[src/mna_pkg.sv]
package mna_pkg;

   localparam int SAMPLE_BITS_DEF = 16;
   localparam int COUNT_BITS_DEF  = 24;
   localparam int FRAC_BITS_DEF   = 16;

   // result fields
   localparam int OUT_W    = 48;
   localparam int STATUS_W = 2;

   // the energy sums never grow past this width; each saturates at its own width
   localparam int ACC_MAX_W = 64;

   localparam logic [STATUS_W-1:0] STATUS_OK       = 2'd0;
   localparam logic [STATUS_W-1:0] STATUS_SILENT   = 2'd1;
   localparam logic [STATUS_W-1:0] STATUS_OVERFLOW = 2'd2;

   typedef enum logic [3:0] {
      ST_IDLE,
      ST_MUL_D,
      ST_ACC_D,
      ST_ACC_O,
      ST_MSE_GO,
      ST_MSE_RUN,
      ST_NMSE_GO,
      ST_NMSE_RUN,
      ST_FINISH
   } seq_state_type;

   typedef struct packed {
      logic load;        // capture magnitudes of a new sample pair
      logic square_orig; // multiplier squares the original instead of the difference
      logic acc_en;      // add the product register into a sum
      logic acc_orig;    // which sum: original energy instead of difference energy
      logic clear;       // zero both sums
   } acc_ctl_type;

   // width of the difference energy sum
   function automatic int de_width(int sb, int cb);
      int w;
      w = 2 * sb + cb;
      return (w > ACC_MAX_W) ? ACC_MAX_W : w;
   endfunction

   // width of the original energy sum
   function automatic int oe_width(int sb, int cb);
      int w;
      w = 2 * sb - 1 + cb;
      return (w > ACC_MAX_W) ? ACC_MAX_W : w;
   endfunction

endpackage

[src/mna_accum.sv]
module mna_accum
   import mna_pkg::*;
#(
   parameter int SAMPLE_BITS = SAMPLE_BITS_DEF,
   parameter int COUNT_BITS  = COUNT_BITS_DEF,
   localparam int DE_W = de_width(SAMPLE_BITS, COUNT_BITS),
   localparam int OE_W = oe_width(SAMPLE_BITS, COUNT_BITS)
) (
   input  logic                   clock,
   input  logic                   reset,
   input  acc_ctl_type            ctl,
   input  logic [SAMPLE_BITS-1:0] orig_sample,
   input  logic [SAMPLE_BITS-1:0] stego_sample,
   output logic [DE_W-1:0]        diff_energy,
   output logic [OE_W-1:0]        orig_energy
);

   localparam int SB     = SAMPLE_BITS;
   localparam int PROD_W = 2 * SAMPLE_BITS;

   logic [SB-1:0]     abs_d_ff, abs_d_in;
   logic [SB-1:0]     abs_o_ff, abs_o_in;
   logic [PROD_W-1:0] prod_ff, prod_in;
   logic [DE_W-1:0]   diff_ff, diff_in;
   logic [OE_W-1:0]   orig_ff, orig_in;

   logic [SB:0]       dlt;
   logic [SB:0]       dlt_mag;
   logic [SB-1:0]     mul_op;
   logic [DE_W-1:0]   add_a;
   logic [DE_W:0]     add_sum;

   always_comb begin
      dlt      = {orig_sample[SB-1], orig_sample} - {stego_sample[SB-1], stego_sample};
      dlt_mag  = dlt[SB] ? (~dlt + 1'b1) : dlt;
      abs_d_in = ctl.load ? dlt_mag[SB-1:0] : abs_d_ff;
      abs_o_in = ctl.load ? (orig_sample[SB-1] ? (~orig_sample + 1'b1) : orig_sample)
                          : abs_o_ff;

      // shared multiplier, registered
      mul_op  = ctl.square_orig ? abs_o_ff : abs_d_ff;
      prod_in = mul_op * mul_op;

      // shared saturating adder
      add_a   = ctl.acc_orig ? DE_W'(orig_ff) : diff_ff;
      add_sum = {1'b0, add_a} + (DE_W + 1)'(prod_ff);

      diff_in = diff_ff;
      orig_in = orig_ff;
      if (ctl.clear) begin
         diff_in = '0;
         orig_in = '0;
      end else if (ctl.acc_en && !ctl.acc_orig) begin
         diff_in = add_sum[DE_W] ? {DE_W{1'b1}} : add_sum[DE_W-1:0];
      end else if (ctl.acc_en) begin
         orig_in = (|add_sum[DE_W:OE_W]) ? {OE_W{1'b1}} : add_sum[OE_W-1:0];
      end
   end

   always_ff @(posedge clock) begin
      abs_d_ff <= abs_d_in;
      abs_o_ff <= abs_o_in;
      prod_ff  <= prod_in;
      if (reset) begin
         diff_ff <= '0;
         orig_ff <= '0;
      end else begin
         diff_ff <= diff_in;
         orig_ff <= orig_in;
      end
   end

   assign diff_energy = diff_ff;
   assign orig_energy = orig_ff;

endmodule

[src/mna_divider.sv]
module mna_divider
   import mna_pkg::*;
#(
   parameter int NUMER_W   = 56,
   parameter int DENOM_W   = 55,
   parameter int FRAC_BITS = FRAC_BITS_DEF
) (
   input  logic               clock,
   input  logic               reset,
   input  logic               start,
   input  logic [NUMER_W-1:0] dividend,
   input  logic [DENOM_W-1:0] divisor,
   output logic               busy,
   output logic               done,
   output logic [OUT_W-1:0]   quotient
);

   // dividend scaled by 2^FRAC_BITS, one bit consumed per step
   localparam int NUM_W = NUMER_W + FRAC_BITS;
   localparam int CNT_W = $clog2(NUM_W);

   logic [NUM_W-1:0]   num_ff, num_in;
   logic [DENOM_W-1:0] rem_ff, rem_in;
   logic [DENOM_W-1:0] den_ff, den_in;
   logic [OUT_W-1:0]   quo_ff, quo_in;
   logic               sat_ff, sat_in;
   logic [CNT_W-1:0]   cnt_ff, cnt_in;
   logic               busy_ff, busy_in;
   logic               done_ff, done_in;

   logic [DENOM_W:0]   trial;
   logic [DENOM_W:0]   trial_sub;
   logic               fits;

   always_comb begin
      trial     = {rem_ff, num_ff[NUM_W-1]};
      trial_sub = trial - {1'b0, den_ff};
      fits      = (trial >= {1'b0, den_ff});

      num_in  = num_ff;
      rem_in  = rem_ff;
      den_in  = den_ff;
      quo_in  = quo_ff;
      sat_in  = sat_ff;
      cnt_in  = cnt_ff;
      busy_in = busy_ff;
      done_in = 1'b0;

      if (start) begin
         num_in  = NUM_W'(dividend) << FRAC_BITS;
         rem_in  = '0;
         den_in  = divisor;
         quo_in  = '0;
         sat_in  = 1'b0;
         cnt_in  = CNT_W'(NUM_W - 1);
         busy_in = 1'b1;
      end else if (busy_ff) begin
         num_in = num_ff << 1;
         rem_in = fits ? trial_sub[DENOM_W-1:0] : trial[DENOM_W-1:0];
         // a bit shifted out of the top means the quotient is past range
         sat_in = sat_ff | quo_ff[OUT_W-1];
         quo_in = {quo_ff[OUT_W-2:0], fits};
         cnt_in = cnt_ff - 1'b1;
         if (cnt_ff == CNT_W'(0)) begin
            busy_in = 1'b0;
            done_in = 1'b1;
         end
      end
   end

   always_ff @(posedge clock) begin
      num_ff <= num_in;
      rem_ff <= rem_in;
      den_ff <= den_in;
      quo_ff <= quo_in;
      sat_ff <= sat_in;
      cnt_ff <= cnt_in;
      if (reset) begin
         busy_ff <= 1'b0;
         done_ff <= 1'b0;
      end else begin
         busy_ff <= busy_in;
         done_ff <= done_in;
      end
   end

   assign busy     = busy_ff;
   assign done     = done_ff;
   assign quotient = sat_ff ? {OUT_W{1'b1}} : quo_ff;

endmodule

[src/mse_nmse_accumulator_core.sv]
// Mean squared error and normalized MSE accumulator. Each request transaction carries one
// pair of signed samples (original and modified, low SAMPLE_BITS used) and a last flag.
// The core sums the squared differences, the squared originals and the pair count; on
// the pair marked last it returns one response transaction with mse = floor(diff energy
// * 2^FRAC_BITS / count) and nmse = floor(diff energy * 2^FRAC_BITS / orig energy), both
// saturated at 2^48-1, then clears its sums. A silent original gives nmse 0 and, if the
// difference energy is nonzero, status 1; pairs that arrive after 2^COUNT_BITS have been
// counted are dropped and give status 2, which wins over status 1. One multiplier and
// one adder are shared under the sequencer, so an accumulated pair occupies the core
// through its steps: accept, square the difference, add it while squaring the original,
// add the original; a dropped pair only through its acceptance. The last pair then adds
// two passes of one restoring divider, one quotient bit per cycle over DE_W + FRAC_BITS
// bits (DE_W = min(2*SAMPLE_BITS + COUNT_BITS, 64)). req_ready is low while the core
// works. A finished response waits in an output register, and the core accepts further
// pairs meanwhile; a second result only waits if the first is still not taken.
module mse_nmse_accumulator_core
   import mna_pkg::*;
#(
   parameter int SAMPLE_BITS = SAMPLE_BITS_DEF,
   parameter int COUNT_BITS  = COUNT_BITS_DEF,
   parameter int FRAC_BITS   = FRAC_BITS_DEF
) (
   input  logic                   clock,
   input  logic                   reset,
   input  logic                   req_valid,
   output logic                   req_ready,
   input  logic [SAMPLE_BITS-1:0] req_orig_sample,
   input  logic [SAMPLE_BITS-1:0] req_stego_sample,
   input  logic                   req_last,
   output logic                   rsp_valid,
   input  logic                   rsp_ready,
   output logic [OUT_W-1:0]       rsp_mse,
   output logic [OUT_W-1:0]       rsp_nmse,
   output logic [STATUS_W-1:0]    rsp_status
);

   localparam int DE_W = de_width(SAMPLE_BITS, COUNT_BITS);
   localparam int OE_W = oe_width(SAMPLE_BITS, COUNT_BITS);
   // orig energy is always at least as wide as the count
   localparam int DV_W = OE_W;

   seq_state_type state_ff, state_in;

   logic [COUNT_BITS:0]  count_ff, count_in;
   logic                 ovf_ff, ovf_in;
   logic                 last_ff, last_in;
   logic [OUT_W-1:0]     mse_ff, mse_in;
   logic                 rsp_valid_ff, rsp_valid_in;
   logic [OUT_W-1:0]     rsp_mse_ff, rsp_mse_in;
   logic [OUT_W-1:0]     rsp_nmse_ff, rsp_nmse_in;
   logic [STATUS_W-1:0]  rsp_status_ff, rsp_status_in;

   acc_ctl_type          acc_ctl;
   logic [DE_W-1:0]      diff_energy;
   logic [OE_W-1:0]      orig_energy;

   logic                 div_start;
   logic                 div_sel_orig;
   logic [DV_W-1:0]      div_divisor;
   logic                 div_busy;
   logic                 div_done;
   logic [OUT_W-1:0]     div_quotient;

   logic                 count_full;
   logic                 out_load;

   assign count_full = count_ff[COUNT_BITS];

   mna_accum #(
      .SAMPLE_BITS (SAMPLE_BITS),
      .COUNT_BITS  (COUNT_BITS)
   ) u_accum (
      .clock        (clock),
      .reset        (reset),
      .ctl          (acc_ctl),
      .orig_sample  (req_orig_sample),
      .stego_sample (req_stego_sample),
      .diff_energy  (diff_energy),
      .orig_energy  (orig_energy)
   );

   // one divider serves both quotients, count first, then original energy
   assign div_divisor = div_sel_orig ? orig_energy : DV_W'(count_ff);

   mna_divider #(
      .NUMER_W   (DE_W),
      .DENOM_W   (DV_W),
      .FRAC_BITS (FRAC_BITS)
   ) u_divider (
      .clock    (clock),
      .reset    (reset),
      .start    (div_start),
      .dividend (diff_energy),
      .divisor  (div_divisor),
      .busy     (div_busy),
      .done     (div_done),
      .quotient (div_quotient)
   );

   // sequencer: next state and control
   always_comb begin
      state_in      = state_ff;
      req_ready     = 1'b0;
      acc_ctl       = '0;
      div_start     = 1'b0;
      div_sel_orig  = 1'b0;
      out_load      = 1'b0;
      count_in      = count_ff;
      ovf_in        = ovf_ff;
      last_in       = last_ff;
      mse_in        = mse_ff;

      case (state_ff)
         ST_IDLE: begin
            req_ready = 1'b1;
            if (req_valid) begin
               acc_ctl.load = 1'b1;
               last_in      = req_last;
               if (count_full) begin
                  // drop the pair, only flag it
                  ovf_in   = 1'b1;
                  state_in = req_last ? ST_MSE_GO : ST_IDLE;
               end else begin
                  count_in = count_ff + 1'b1;
                  state_in = ST_MUL_D;
               end
            end
         end
         ST_MUL_D: begin
            acc_ctl.square_orig = 1'b0;
            state_in            = ST_ACC_D;
         end
         ST_ACC_D: begin
            acc_ctl.square_orig = 1'b1;
            acc_ctl.acc_en      = 1'b1;
            state_in            = ST_ACC_O;
         end
         ST_ACC_O: begin
            acc_ctl.acc_en   = 1'b1;
            acc_ctl.acc_orig = 1'b1;
            state_in         = last_ff ? ST_MSE_GO : ST_IDLE;
         end
         ST_MSE_GO: begin
            div_start = 1'b1;
            state_in  = ST_MSE_RUN;
         end
         ST_MSE_RUN: begin
            if (div_done) begin
               mse_in   = (count_ff == '0) ? '0 : div_quotient;
               state_in = ST_NMSE_GO;
            end
         end
         ST_NMSE_GO: begin
            div_start    = 1'b1;
            div_sel_orig = 1'b1;
            state_in     = ST_NMSE_RUN;
         end
         ST_NMSE_RUN: begin
            if (div_done) begin
               state_in = ST_FINISH;
            end
         end
         ST_FINISH: begin
            // hold until the output register is free, then clear for the next run
            if (!rsp_valid_ff || rsp_ready) begin
               out_load      = 1'b1;
               acc_ctl.clear = 1'b1;
               count_in      = '0;
               ovf_in        = 1'b0;
               state_in      = ST_IDLE;
            end
         end
         default: begin
            state_in = ST_IDLE;
         end
      endcase
   end

   // output register
   always_comb begin
      rsp_valid_in  = rsp_valid_ff && !rsp_ready;
      rsp_mse_in    = rsp_mse_ff;
      rsp_nmse_in   = rsp_nmse_ff;
      rsp_status_in = rsp_status_ff;
      if (out_load) begin
         rsp_valid_in = 1'b1;
         rsp_mse_in   = mse_ff;
         rsp_nmse_in  = (orig_energy == '0) ? '0 : div_quotient;
         if (ovf_ff) begin
            rsp_status_in = STATUS_OVERFLOW;
         end else if (orig_energy == '0 && diff_energy != '0) begin
            rsp_status_in = STATUS_SILENT;
         end else begin
            rsp_status_in = STATUS_OK;
         end
      end
   end

   always_ff @(posedge clock) begin
      mse_ff        <= mse_in;
      last_ff       <= last_in;
      rsp_mse_ff    <= rsp_mse_in;
      rsp_nmse_ff   <= rsp_nmse_in;
      rsp_status_ff <= rsp_status_in;
      if (reset) begin
         state_ff     <= ST_IDLE;
         count_ff     <= '0;
         ovf_ff       <= 1'b0;
         rsp_valid_ff <= 1'b0;
      end else begin
         state_ff     <= state_in;
         count_ff     <= count_in;
         ovf_ff       <= ovf_in;
         rsp_valid_ff <= rsp_valid_in;
      end
   end

   assign rsp_valid  = rsp_valid_ff;
   assign rsp_mse    = rsp_mse_ff;
   assign rsp_nmse   = rsp_nmse_ff;
   assign rsp_status = rsp_status_ff;

   // the count saturates exactly at 2^COUNT_BITS
   a_count_cap: assert property (@(posedge clock) disable iff (reset)
      count_ff[COUNT_BITS] |-> (count_ff[COUNT_BITS-1:0] == '0))
      else $error("sample count passed its limit");

   // a division is only launched on an idle divider
   a_div_idle: assert property (@(posedge clock) disable iff (reset)
      div_start |-> !div_busy)
      else $error("divider restarted while busy");

   // a response is never overwritten before it is taken
   a_no_overwrite: assert property (@(posedge clock) disable iff (reset)
      (rsp_valid && !rsp_ready) |-> !out_load)
      else $error("pending response overwritten");

   // sums and count are clear once a response is loaded
   a_cleared: assert property (@(posedge clock) disable iff (reset)
      out_load |=> (count_ff == '0 && diff_energy == '0 && orig_energy == '0 && !ovf_ff))
      else $error("state not cleared after a result");

   // overflow status only on a run that saw a dropped pair
   a_status_ovf: assert property (@(posedge clock) disable iff (reset)
      out_load |=> ((rsp_status == STATUS_OVERFLOW) == $past(ovf_ff)))
      else $error("overflow status mismatch");

endmodule

[config.mk]
export PLATFORM = sky130hd
export DESIGN_NAME = mse_nmse_accumulator_core
export DESIGN_NICKNAME = d
export VERILOG_FILES = /design/src/mna_pkg.sv /design/src/mna_accum.sv /design/src/mna_divider.sv /design/src/mse_nmse_accumulator_core.sv
export SDC_FILE = /design/constraint.sdc
export NUM_CORES = 2
export LEC_CHECK = 0
export BUFFER_PORTS_ARGS = -buffer_cell sky130_fd_sc_hd__buf_2
export CORE_UTILIZATION = 52
export DETAILED_ROUTE_END_ITERATION = 6
export PLACE_DENSITY = 0.8
export SLEW_MARGIN = 20
export SYNTH_ARGS = -nofsm -noshare
export SYNTH_HDL_FRONTEND = slang
export SYNTH_HIERARCHICAL = 1
export SYNTH_SLANG_ARGS = --single-unit
[constraint.sdc]
create_clock -name clock -period 10.5 [get_ports clock]
set_clock_uncertainty 0.1 [all_clocks]
set_input_delay 2.1 -clock clock [delete_from_list [all_inputs] [get_ports clock]]
set_output_delay 2.1 -clock clock [all_outputs]
set_load 0.03 [all_outputs]
==> reports/results.ini <==
[setup_path]
worstPathRequired_ns = 10.91
crit_path_start_kind = flop
crit_path_end_kind = flop
cp.arrival_ns = 8.98
worstSetupPathType = flop to flop
crit_fanout = 20

[floorplanning]
io_pins = 137
start_util_pct = 52.8
die_x_um = 269
rows = 97
core_area_um2 = 70400
die_h_um = 269
die-area_um2 = 72500

[placement]
hpwl_um = 62600
dp.cells = 4672
io_buffers = 136
gp_congestion = 0.942

[synth]
synth-edff-count = 290
syn_area_per_cell_um2 = 9.91
syn_area_um2 = 37200
synthTopCellsByArea = edfxtp_1, dfxtp_1, fa_1, ha_1, inv_1
synth_top_area_cell = edfxtp_1
ys_seq_area_share_pct = 38.8
yosys.cell_types.count = 101
async_reset_ff_share_pct = 0
synthFlopType = edfxtp_1
synth_cells = 3752
synthesis.nets = 4160
synth_warnings = 6
synth_top_area_share_pct = 23.4
ys_seq_elements = 576

[finish]
antennaDiodeCount = 0
syn_to_final_growth_pct = 9.01
layout.cells.non_filler = 4785
fin_util_pct = 57.6
seq_area_um2 = 14400
multi_input_area_um2 = 20500
n_fill_cell = 5909
final_nets = 4202
drive_gt1_share_pct = 12.9

[cts]
clock-root-buffer = clkbuf_16
clkTransAtPathRegs_ns = 0.06
worst_skew_pair.late_latency_ns = 0.66
postCtsResizedCells = 0
numClockSinks = 576
post_cts_buffers = 0
numCtsBuffers = 59
cts_hold_buf = 0
clk_path_buf_depth = 3
cts_max_level = 2
cts_tree = built

[hold_path]
hold_path.class = flop to flop

[timing]
slew_headroom_pct = 17.7
period_share_pct = 81.6
timing.fmax_mhz = 117
finalSetupTns_ns = 0
period_needed_ns = 8.57
hold_viol_final = 0
tightest_slew_ns = 1.22
slew_viol_final = 0
rsz0062_at_grt = false
whs_ns = 0.301
setup_violations = 0

[grt]
grt_pass1_vias = 26900
grtUsageTotal_pct = 23.5
grt_start_max_net_pins = 138
grt_pass1_wl_um = 141000
antenna_found_initial = 0
grt_overflow = 0

[routing]
wl_um = 86900
vias = 27700
wl_per_cell_um = 18.2
viasPerCell = 5.79
drc = 0
drtPass1Iterations = 6
drt-initial-drc-count = 2415
antenna_left = 0

[status]
outcome = finished clean

[flow_run]
cap_violations = 0

==> flip-flops by register name, indices dropped and copies added (netlist names), 48 cells and up <==
signal and count:
mse_ff 48, rsp_mse 48, rsp_nmse 48, u_accum/diff_energy 56, u_accum/orig_energy 55, u_divider/den_ff 55
u_divider/num_ff 56, u_divider/quo_ff 48, u_divider/rem_ff 55
==> cell usage after synthesis, types with 20 or more instances <==
cell / number
clkbuf_1: 117
dfxtp_1: 286
edfxtp_1: 290
nand2b_1: 34
mux2_2: 118
ha_1: 205
nand2_1: 225
buf_2: 44
o21ai_0: 189
nand3_1: 55
o31ai_1: 27
and2_1: 45
nor2b_1: 98
mux2i_1: 125
nand4_1: 47
a31oi_1: 49
or2_2: 55
a21o_1: 66
and3_1: 25
nor2_1: 270
a21oi_1: 201
nor3_1: 43
a211oi_1: 44
fa_1: 166
xnor2_1: 113
xor2_1: 69
nor4_1: 47
inv_1: 373
o21a_1: 20
==> critical path: stages, from the launching register on <==
cell and delay (ns):
dfxtp_1 0.64, nand2_1 0.15, nor3_2 0.13, buf_4 0.33, mux2i_1 0.65, clkinv_1 0.53, nand2_1 0.24, inv_1 0.08
fa_1 0.50, inv_1 0.05, fa_1 0.47, inv_1 0.05, fa_1 0.52, fa_1 0.44, fa_1 0.55, inv_1 0.06
fa_1 0.53, inv_1 0.04, ha_1 0.34, o21ai_0 0.11, a21o_1 0.17, a221oi_1 0.53, nor4_1 0.11, or3_1 0.45
o311a_1 0.37, a21oi_1 0.17, xnor2_1 0.09
==> cell families (layout without fill, tap and decap cells) <==
group | after synthesis | count (layout) | share of synthesized area (%)
AO/OA/AOI/OAI | 771 | 771 | 13.6
XOR/XNOR | 182 | 182 | 4.29
adder cells (fa/ha/maj) | 371 | 371 | 15.8
buffers and inverters | 563 | 656 | 6.08
flip-flops | 576 | 576 | 38.8
multiplexers | 244 | 244 | 6.98
AND/OR/NAND/NOR | 1045 | 1045 | 14.4
==> per-stage QoR <==
stage / area [µm²] / worst slack [ns]
finish: 40500 / 1.93
global route: 40500 / 1.35
CTS: 40500 / 1.97
detailed placement: 38500 / 2.03
global placement: 38500 / 2.27
floorplan: 37200 / 2.19
==> routing by layer <==
layer	track usage [%]	routed length, µm	vias up
met2	40.3	42400	908
met3	2.66	4840	182
met1	30.6	36700	13400
met4	8.61	2960	0
li1	-	-	13200
met5	0	0	-
==> path summary, 6_finish.rpt <==
check                           cells after the start                startpoint  slack [ns]                          end
worst min register to register                      0   mse_ff[6]$_SDFFCE_PN0P_        0.30         rsp_mse[6]$_DFFE_PP_
worst max-delay path                               26  state_ff[1]$_SDFFE_PP0P_        1.93  u_accum/prod_ff[31]$_DFF_P_
worst max register to register                     26  state_ff[1]$_SDFFE_PP0P_        1.93  u_accum/prod_ff[31]$_DFF_P_
worst min-delay path                                0   mse_ff[6]$_SDFFCE_PN0P_        0.30         rsp_mse[6]$_DFFE_PP_
==> layout make-up <==
class,count,share of cell area (%)
tap,940,2.90
timing repair buffer,165,2.28
sequential,576,35.6
clock buffer,86,4.22
multi-input combinational,2613,50.7
clock inverter,26,0.750
inverter,379,3.51
==> placed cells by master, fill, tap and decap left out, drive strengths merged, types with 48 or more instances in the layout <==
master / n
inv: 375
edfxtp: 290
dfxtp: 286
nor2: 272
nand2: 226
ha: 205
a21oi: 203
o21ai: 200
fa: 166
buf: 164
mux2i: 125
mux2: 119
xnor2: 113
nor2b: 98
clkbuf: 87
xor2: 69
a21o: 66
nand3: 57
or2: 55
a31oi: 51
nor4: 49
nand4: 48
Power is not shown: default switching activity piles up to over one toggle a cycle in this logic, so the estimate is an artifact.
